===== config.mk =====
export PLATFORM = sky130hd
export DESIGN_NAME = qrs_sqrt_cell
export DESIGN_NICKNAME = d
export VERILOG_FILES = /design/src/rtl/core/qrs_pkg.sv /design/src/rtl/core/qrs_sqrt_cell.sv
export SDC_FILE = /design/constraint.sdc
export NUM_CORES = 1
export LEC_CHECK = 0
export ABC_CLOCK_PERIOD_IN_PS = 16000
export BUFFER_PORTS_ARGS = -buffer_cell sky130_fd_sc_hd__buf_2
export CAP_MARGIN = 20
export CORE_AREA = 2 2 134 136
export CTS_BUF_LIST = sky130_fd_sc_hd__clkbuf_4
export DETAILED_ROUTE_END_ITERATION = 8
export DIE_AREA = 0 0 136 138
export GPL_TIMING_DRIVEN = 0
export PLACE_DENSITY = 0.75
export SLEW_MARGIN = 20
export SYNTH_ARGS = -nofsm -noshare
export SYNTH_HDL_FRONTEND = slang
export SYNTH_SLANG_ARGS = --single-unit

===== constraint.sdc =====
create_clock -name i_clk -period 16 [get_ports i_clk]
set_clock_uncertainty 0.15 [all_clocks]
set_input_delay 1.6 -clock i_clk [delete_from_list [all_inputs] [get_ports i_clk]]
set_output_delay 1.6 -clock i_clk [all_outputs]
set_load 0.03 [all_outputs]

===== src/rtl/core/qrs_pkg.sv =====
package qrs_pkg;

    localparam int COEF_W   = 16;
    localparam int FRAC_W   = 16;
    localparam int VALUE_W  = 34;
    localparam int DISC_W   = 34;
    // Square root of |D| * 2^(2*FRAC_W): one result bit per cell.
    localparam int ROOT_W   = (DISC_W + 2 * FRAC_W) / 2;
    localparam int SQ_REM_W = ROOT_W + 2;
    // |2a| needs one bit more than a.
    localparam int DEN_W    = COEF_W + 1;
    localparam int NUM_W    = VALUE_W + 1;
    localparam int SQ_CELLS = ROOT_W;
    localparam int DV_CELLS = VALUE_W;

    typedef enum logic [1:0] {
        CASE_TWO_REAL = 2'd0,
        CASE_DOUBLE   = 2'd1,
        CASE_COMPLEX  = 2'd2,
        CASE_A_ZERO   = 2'd3
    } t_root_case;

    typedef struct packed {
        logic                       valid;
        logic [SQ_REM_W-1:0]        rem;
        logic [ROOT_W-1:0]          root;
        logic [DISC_W-1:0]          mag;
        logic signed [COEF_W-1:0]   a;
        logic signed [COEF_W-1:0]   b;
        logic [DISC_W-1:0]          disc;
        t_root_case                 rcase;
    } t_sq_stage;

    typedef struct packed {
        logic                       valid;
        logic [DEN_W-1:0]           rem1;
        logic [DEN_W-1:0]           rem2;
        logic [VALUE_W-1:0]         q1;
        logic [VALUE_W-1:0]         q2;
        logic [VALUE_W-1:0]         n1;
        logic [VALUE_W-1:0]         n2;
        logic [DEN_W-1:0]           den;
        logic                       neg1;
        logic                       neg2;
        logic [DISC_W-1:0]          disc;
        t_root_case                 rcase;
    } t_dv_stage;

endpackage


===== src/rtl/core/qrs_sqrt_cell.sv =====
module qrs_sqrt_cell (
    input  logic               i_clk,
    input  logic               i_rst_n,
    input  logic               i_en,
    input  qrs_pkg::t_sq_stage i_stage,
    output qrs_pkg::t_sq_stage o_stage
);
    import qrs_pkg::*;

    t_sq_stage             r_stage;
    t_sq_stage             n_stage;
    logic [SQ_REM_W+1:0]   rem_sh;
    logic [SQ_REM_W+1:0]   trial;
    logic                  take;

    // One digit of the square root: bring down the next pair of radicand bits.
    always_comb begin
        rem_sh  = {i_stage.rem, i_stage.mag[DISC_W-1 -: 2]};
        trial   = (SQ_REM_W + 2)'({i_stage.root, 2'b01});
        take    = rem_sh >= trial;
        n_stage = i_stage;
        n_stage.mag  = {i_stage.mag[DISC_W-3:0], 2'b00};
        n_stage.rem  = take ? SQ_REM_W'(rem_sh - trial) : SQ_REM_W'(rem_sh);
        n_stage.root = {i_stage.root[ROOT_W-2:0], take};
    end

    always_ff @(posedge i_clk) begin
        if (!i_rst_n) begin
            r_stage.valid <= 1'b0;
        end else if (i_en) begin
            r_stage <= n_stage;
        end
    end

    assign o_stage = r_stage;

endmodule


==> flow_summary.toml <==
[placement]
placed_cell_area_mm2 = 0.00950
gp_congestion = 0.871
dpl.cell_count = 1123
dp_slack_ns = 11.08
port_buffers = 342
dp_hpwl_um = 16800

[grt]
grt_pass1_vias = 5549
antenna_found_initial = 3
grtUsageTotal_pct = 21.7
grt_max_degree = 60
grt.overflow.total = 0
grt_pass1_wl_um = 30400

[synthesis]
synth_area_leaders = "edfxtp_1 (68%), ha_1 (5.9%), nand2_1 (3.0%)"
synth_area_leader_cell = "edfxtp_1"
synth_edf_count = 168
synthesis.area_mm2 = 0.00744
seq_area_frac_synth_pct = 68.1
syn_inst = 549
yosysWarnings = 0
ys_async_sr_fraction_pct = 0
synth_top_area_share_pct = 67.8
syn_area_per_cell_um2 = 13.6
synth_seq_cells = 169
synth_ff_type = "edfxtp_1"
ys_types = 49

[setup_path]
critical_path_arrival_ns = 4.47
startpoint_type = "primary input"
worstPathCellList = "buf_2, inv_1, ha_1, clkbuf_1, nand4_1, or3_1, nor3_1, o211ai_1, a211oi_1, o211ai_2, buf_6, buf_6, nand2_1, o21ai_1"
path_class = "in2reg"
crit_slowest_cell = "a211oi_1"
timing.critical_path.mode_cell = "buf_6"
cp_max_fo = 10
crit_path_max_incr_delay_ns = 0.42
worstSetupEndpointType = "register"
cp.required_ns = 16.14

[run_status]
outcome = "finished clean"

[sta]
setup_viol = 0
tns_ns = 0
rsz0062_at_grt = "no"
min_period_ns = 4.33
slew_viol_final = 0
fin_crit_sh_pct = 27.1
fin_ws_ns = 11.67
tightest_slew_ns = 0.788
hold_viol_final = 0
fmax_ghz = 0.231
max-slew-margin-rel_pct = 47.5

[clock_network]
cts-root-buf = "clkbuf_4"
hold_buffers = 0
clock_sinks = 169
clk_pin_slew_ns = 0.17
cts_tree = "done"
clockBufferDepth = 2
cts_resized = 0
h-tree-depth = 4
numCtsBuffers = 17
postCtsSetupBuffers = 0
clk_latency_ns = 0.55

[floorplanning]
die_h_um = 138
die_area_mm2 = 0.0188
placementRows = 49
coreArea_mm2 = 0.0175
die_x_um = 136
io-pin-count = 345
start_util_pct = 42.4

[layout]
layout_commonest_cell = "buf_2"
diodes = 0
largest_reg_flops = 169
layout_common_cells = "buf_2 (344), edfxtp_1 (168), nand2_1 (59), inv_1 (43), a21oi_1 (37)"
drive_above_1_share_pct = 42.3
syn2layout_area_growth_pct = 31.7
fin_util_pct = 55.9
final_area_mm2 = 0.00980
nets = 1122
final_cells = 1155

[pwr]
p_leak_nw = 4.33
vdd_drop_max_v = 0.0000483
power.density_mw_per_mm2 = 106

[drt]
drc_errors = 0
drt_iter0_markers = 327
via_per_inst = 4.99
wl_per_cell_um = 18.4
drt-pass1-iter-count = 5
drt_wl_total_um = 21200
postRouteAntennaNets = 0
vias = 5765

[run]
cap_violations = 0

[worst_hold_path]
hold_path.class = "reg2reg"
## cells by family after synthesis
logic type	count (synthesis)	share of synthesized area, %
AOI/OAI and AO/OA	136	11.4
buffers and inverters	57	3.41
other	1	0.0504
and+or+nand+nor	115	6.81
xor gates and xnor gates	33	3.88
DFF	169	68.1
adders and majority gates	35	5.88
muxes	3	0.471
## cell type report
| class | count | area (um^2) |
|---|---|---|
| clock buffer | 17 | 128 |
| inverter | 43 | 161 |
| fill | 1530 | 7730 |
| clock inverter | 15 | 173 |
| buffer | 14 | 92.6 |
| tap | 229 | 287 |
| multi-input combinational | 324 | 2130 |
| timing repair buffer | 344 | 1770 |
| sequential | 169 | 5060 |
## through the flow
stage,total power [mW],hold slack (ns)
5_1_grt,1.08,0.434
6_report,1.04,0.395
4_1_cts,1.05,0.397
3_5_place_dp,0.793,0.360
2_1_floorplan,0.712,0.490
3_3_place_gp,0.791,0.349
## path summary, 6_finish.rpt
| kind | from | cells after the start | endpoint | slack [ns] |
|---|---|---|---|---|
| min | o_stage[170]$_SDFFE_PN0P_ | 2 | o_stage[170]$_SDFFE_PN0P_ | 0.40 |
| max reg2reg | o_stage[170]$_SDFFE_PN0P_ | 2 | o_stage[170]$_SDFFE_PN0P_ | 15.24 |
| min reg2reg | o_stage[170]$_SDFFE_PN0P_ | 2 | o_stage[170]$_SDFFE_PN0P_ | 0.40 |
| max | i_stage[126] | 14 | o_stage[158]$_DFFE_PP_ | 11.67 |
## worst max-delay path: cells and delay by family
| kind | cells | cell delay [ns] |
|---|---|---|
| AND/OR/NAND/NOR | 4 | 0.93 |
| AO/OA/AOI/OAI | 4 | 0.91 |
| buffers and inverters | 5 | 0.75 |
| adder cells (fa/ha/maj) | 1 | 0.26 |
## power by group
part / internal, mW / switching (mW) / leakage (nW)
logic: 0.0823 / 0.164 / 2.58
clock network: 0.0746 / 0.178 / 0.163
registers: 0.529 / 0.00763 / 1.58
## synthesized netlist by cell type (2+ instances only)
cell	instances
mux2i_1	2
o21ai_0	13
o21ai_1	29
nand3_1	8
nand2b_1	2
a211oi_1	3
buf_2	2
a21oi_1	37
a31o_2	2
ha_1	35
o21bai_1	6
nor4_1	2
o21a_1	4
nor3_1	5
o31a_1	2
o31ai_1	3
nand2_1	59
inv_1	43
buf_6	4
clkbuf_1	6
and3_1	4
a21o_1	19
nand4_1	5
o211ai_1	6
a31oi_1	2
or3_1	3
xnor2_1	16
nor2_1	21
xor2_1	17
edfxtp_1	168
buf_4	2
nor2b_1	2
## metal layers
layer	vias to the layer above	share of wire (%)	wire, um	GRT usage, %
li1	2763	-	-	-
met1	2710	37	7850	25.0
met2	248	51	10800	37.5
met3	40	9.3	1980	7.37
met4	4	2.7	568	7.73
met5	-	0.11	23	0
No activity file was read; power rests on OpenSTA's default activity.
