File: config.mk
export PLATFORM = sky130hd
export DESIGN_NAME = qrs_div_cell
export DESIGN_NICKNAME = d
export VERILOG_FILES = /design/src/rtl/core/qrs_pkg.sv /design/src/rtl/core/qrs_div_cell.sv
export SDC_FILE = /design/constraint.sdc
export NUM_CORES = 1
export LEC_CHECK = 0
export ABC_AREA = 1
export BUFFER_PORTS_ARGS = -buffer_cell sky130_fd_sc_hd__buf_2
export CAP_MARGIN = 15
export CORE_AREA = 5 5 176 178
export DETAILED_ROUTE_END_ITERATION = 10
export DIE_AREA = 0 0 181 183
export PLACE_DENSITY_LB_ADDON = 0.3
export RECOVER_POWER = 100
export SLEW_MARGIN = 20
export SYNTH_ARGS = -nofsm -noshare
export SYNTH_HDL_FRONTEND = slang
export SYNTH_SLANG_ARGS = --single-unit
File: constraint.sdc
create_clock -name i_clk -period 10.9 [get_ports i_clk]
set_clock_uncertainty 0.1 [all_clocks]
set_input_delay 0.545 -clock i_clk [delete_from_list [all_inputs] [get_ports i_clk]]
set_output_delay 0.545 -clock i_clk [all_outputs]
set_load 0.01 [all_outputs]
File: src/rtl/core/qrs_pkg.sv
package qrs_pkg;

    localparam int COEF_W   = 16;
    localparam int FRAC_W   = 16;
    localparam int VALUE_W  = 34;
    localparam int DISC_W   = 34;
    // Square root of |D| * 2^(2*FRAC_W): one result bit per cell.
    localparam int ROOT_W   = (DISC_W + 2 * FRAC_W) / 2;
    localparam int SQ_REM_W = ROOT_W + 2;
    // |2a| needs one bit more than a.
    localparam int DEN_W    = COEF_W + 1;
    localparam int NUM_W    = VALUE_W + 1;
    localparam int SQ_CELLS = ROOT_W;
    localparam int DV_CELLS = VALUE_W;

    typedef enum logic [1:0] {
        CASE_TWO_REAL = 2'd0,
        CASE_DOUBLE   = 2'd1,
        CASE_COMPLEX  = 2'd2,
        CASE_A_ZERO   = 2'd3
    } t_root_case;

    typedef struct packed {
        logic                       valid;
        logic [SQ_REM_W-1:0]        rem;
        logic [ROOT_W-1:0]          root;
        logic [DISC_W-1:0]          mag;
        logic signed [COEF_W-1:0]   a;
        logic signed [COEF_W-1:0]   b;
        logic [DISC_W-1:0]          disc;
        t_root_case                 rcase;
    } t_sq_stage;

    typedef struct packed {
        logic                       valid;
        logic [DEN_W-1:0]           rem1;
        logic [DEN_W-1:0]           rem2;
        logic [VALUE_W-1:0]         q1;
        logic [VALUE_W-1:0]         q2;
        logic [VALUE_W-1:0]         n1;
        logic [VALUE_W-1:0]         n2;
        logic [DEN_W-1:0]           den;
        logic                       neg1;
        logic                       neg2;
        logic [DISC_W-1:0]          disc;
        t_root_case                 rcase;
    } t_dv_stage;

endpackage

File: src/rtl/core/qrs_div_cell.sv
module qrs_div_cell (
    input  logic               i_clk,
    input  logic               i_rst_n,
    input  logic               i_en,
    input  qrs_pkg::t_dv_stage i_stage,
    output qrs_pkg::t_dv_stage o_stage
);
    import qrs_pkg::*;

    t_dv_stage         r_stage;
    t_dv_stage         n_stage;
    logic [DEN_W:0]    sh1;
    logic [DEN_W:0]    sh2;
    logic [DEN_W:0]    den_x;
    logic              ge1;
    logic              ge2;

    // One restoring quotient bit for each of the two lanes.
    always_comb begin
        den_x = {1'b0, i_stage.den};
        sh1   = {i_stage.rem1, i_stage.n1[VALUE_W-1]};
        sh2   = {i_stage.rem2, i_stage.n2[VALUE_W-1]};
        ge1   = sh1 >= den_x;
        ge2   = sh2 >= den_x;
        n_stage = i_stage;
        n_stage.rem1 = ge1 ? DEN_W'(sh1 - den_x) : DEN_W'(sh1);
        n_stage.rem2 = ge2 ? DEN_W'(sh2 - den_x) : DEN_W'(sh2);
        n_stage.q1   = {i_stage.q1[VALUE_W-2:0], ge1};
        n_stage.q2   = {i_stage.q2[VALUE_W-2:0], ge2};
        n_stage.n1   = {i_stage.n1[VALUE_W-2:0], 1'b0};
        n_stage.n2   = {i_stage.n2[VALUE_W-2:0], 1'b0};
    end

    always_ff @(posedge i_clk) begin
        if (!i_rst_n) begin
            r_stage.valid <= 1'b0;
        end else if (i_en) begin
            r_stage <= n_stage;
        end
    end

    assign o_stage = r_stage;

endmodule
==> flow_metrics.env <==
export IMPL_antenna_left=0
export IMPL_slew_violations=105
export IMPL_gr_total_overflow=0
export IMPL_ys_flop_type="edfxtp_1"
export IMPL_gp_routability_congestion=0.8942
export IMPL_core_sq_um=29240
export IMPL_fin_crit_ns=4.934
export IMPL_cts_resized=0
export IMPL_synth_top_area_share_pct=69.56
export IMPL_yosys_register_bits=224
export IMPL_fin_nets=1542
export IMPL_ys_types=36
export IMPL_netlist_instances=806
export IMPL_yosysMostFrequentCell="nand2_1"
export IMPL_avgSynthCellArea_sq_um=11.94
export IMPL_insertion_delay_ns=0.51
export IMPL_p_comb_share_pct=13.9
export IMPL_tightest_slew_ns=4.519
export IMPL_first_pass_iters=5
export IMPL_totalWireLength_um=32290
export IMPL_status="finished with violations"
export IMPL_grt_max_degree=140
export IMPL_intPower_mw=1.650
export IMPL_clk_pin_slew_worst_paths_ns=0.06
export IMPL_die_w_um=181
export IMPL_antenna_found_initial=5
export IMPL_finalSetupViolCount=0
export IMPL_rows=63
export IMPL_cts_tree="built"
export IMPL_wl_per_cell_um=19.14
export IMPL_start_kind="primary input"
export IMPL_worstSetupEndpointType="flop"
export IMPL_holdCritPathClass="primary input to flop"
export IMPL_syn_area_sq_um=9627
export IMPL_clk_path_buf_depth=3
export IMPL_port_buffers=450
export IMPL_synthTopCellsByArea="edfxtp_1 (70%), nand2_1 (9.8%), inv_1 (4.5%)"
export IMPL_grt_pass1_wl_um=45860
export IMPL_p_clk_share_pct=39.1
export IMPL_final_area_sq_um=12820
export IMPL_via_per_inst=4.406
export IMPL_track_usage_pct=18.14
export IMPL_rsz0062_at_grt="false"
export IMPL_htree_levels=1
export IMPL_ys_seq_area_share_pct=69.77
export IMPL_cts_buffers=25
export IMPL_drc=0
export IMPL_start_util_pct=32.92
export IMPL_hold_violations=0
export IMPL_drive_gt1_share_pct=21.91
export IMPL_irDropWorstVdd_mv=0.1258
export IMPL_grt_pass1_vias=7296
export IMPL_p_leak_nw=5.593
export IMPL_maxCapViolCount=2
export IMPL_path_class="primary input to flop"
export IMPL_synth_edf_count=223
export IMPL_fp_dieH_um=183
export IMPL_max_freq_mhz=202.7
export IMPL_seqPwrFrac_pct=47.0
export IMPL_violations="max-capacitance violations, max-slew violations"
export IMPL_critPathArrivalTime_ns=4.84
export IMPL_worstPathRequired_ns=10.81
export IMPL_synthToLayoutAreaGrowth_pct=33.16
export IMPL_timing_final_crit_share_pct=45.27
export IMPL_root_buffer="clkbuf_16"
export IMPL_cts_setup_buffers=0
export IMPL_synth_area_leader_cell="edfxtp_1"
export IMPL_p_sw_mw=0.5654
export IMPL_ctsHoldBuffers=0
export IMPL_io_pins=455
export IMPL_power_density_nw_per_um2=172.9
export IMPL_clock_sinks=224
export IMPL_relSlewSlack_pct=-201.3
export IMPL_async_flop_share_pct=0
export IMPL_placed_area_sq_um=12310
export IMPL_detailed_place_hpwl_um=25790
export IMPL_largest_reg_flops=224
export IMPL_vias=7433
export IMPL_p_sw_share_pct=25.52
export IMPL_die_area_sq_um=33120
export IMPL_nFillCells=2937
export IMPL_worstPathMaxFanout=139
export IMPL_drtIter0Drc=441
export IMPL_ys_warn_count=0
export IMPL_tns_ns=0
export IMPL_synth_common_cells="nand2_1 (251), edfxtp_1 (223), inv_1 (115)"
metrics by stage:
step	hold slack (ns)	total power, mW	setup WS, ns	utilization (%)	std cells
floorplan	0.4553	1.242	5.367	-	807
global placement	0.4404	1.383	7.781	42.10	1640
detailed placement	0.4597	1.388	7.744	42.10	1640
CTS	0.06876	2.269	8.295	45.00	1686
global route	0.06900	2.323	5.651	43.82	1686
finish	0.1010	2.216	5.966	43.83	1687
power groups by stage:
stage | Sequential, mW | Clock, mW | Combinational, mW
finish | 1.04 | 0.866 | 0.309
global route | 1.05 | 0.931 | 0.345
CTS | 1.04 | 0.897 | 0.334
detailed placement | 1.06 | 0 | 0.333
global placement | 1.05 | 0 | 0.329
floorplan | 1.10 | 0 | 0.143
worst paths after layout:
path / start / end / slack [ns] / cells past startpoint
setup / recovery: i_en / o_stage[180] / 5.97 / 4
hold / removal: i_stage[28] / o_stage[28] / 0.10 / 1
setup reg to reg: o_stage[225] / o_stage[225] / 10.13 / 2
hold reg to reg: o_stage[225] / o_stage[225] / 0.49 / 2
cells in the final DEF, fill, tap and decap left out, types with 3 or more instances in the layout:
| cell type | n |
|---|---|
| clkinvlp_4 | 3 |
| clkinv_2 | 3 |
| clkinv_1 | 4 |
| buf_2 | 208 |
| nand3_1 | 59 |
| inv_2 | 5 |
| a21oi_1 | 18 |
| nand2_2 | 18 |
| bufinv_16 | 4 |
| clkbuf_16 | 25 |
| nor2_2 | 5 |
| inv_1 | 114 |
| ha_1 | 34 |
| clkbuf_1 | 246 |
| nor3_1 | 5 |
| xor2_1 | 12 |
| nand2_1 | 254 |
| nand4_1 | 5 |
| edfxtp_1 | 223 |
| inv_6 | 3 |
| nor2_1 | 23 |
critical path, cell delays in order:
cell and delay [ns]:
clkbuf_1 0.11, nand2_1 0.14, inv_8 0.66, clkbuf_1 3.21
cell families (layout without fill, tap and decap cells):
kind of cell / count (synthesis) / after routing / share of synthesized area [%]
compound gates: 23 / 23 / 1.300
simple gates: 379 / 379 / 17.30
xor+xnor: 14 / 14 / 1.274
other cells: 1 / 3 / 0.03895
buf+inv: 129 / 618 / 5.485
flops: 224 / 224 / 69.77
fa+ha+maj: 36 / 36 / 4.835
final cells by class:
type | instances | area (sq um) | share of cell area (%)
multi-input combinational | 454 | 2347 | 18.31
inverter | 121 | 461.7 | 3.602
antenna | 1 | 2.502 | 0.01952
clock inverter | 18 | 212.7 | 1.659
tap | 390 | 488.0 | 3.807
clock buffer | 28 | 636.9 | 4.968
sequential | 224 | 6716 | 52.40
timing repair buffer | 451 | 1953 | 15.24
metal layers:
| layer | part of all wire [%] | global-route usage (%) | wire [um] | vias to the layer above |
|---|---|---|---|---|
| met5 | 0.12 | 0 | 38 | - |
| met4 | 3.1 | 5.254 | 995 | 8 |
| met3 | 9.0 | 5.732 | 2922 | 56 |
| met2 | 49 | 31.97 | 15890 | 303 |
| met1 | 39 | 21.46 | 12450 | 3429 |
| li1 | - | - | - | 3637 |
No activity file was read; power rests on OpenSTA's default activity.
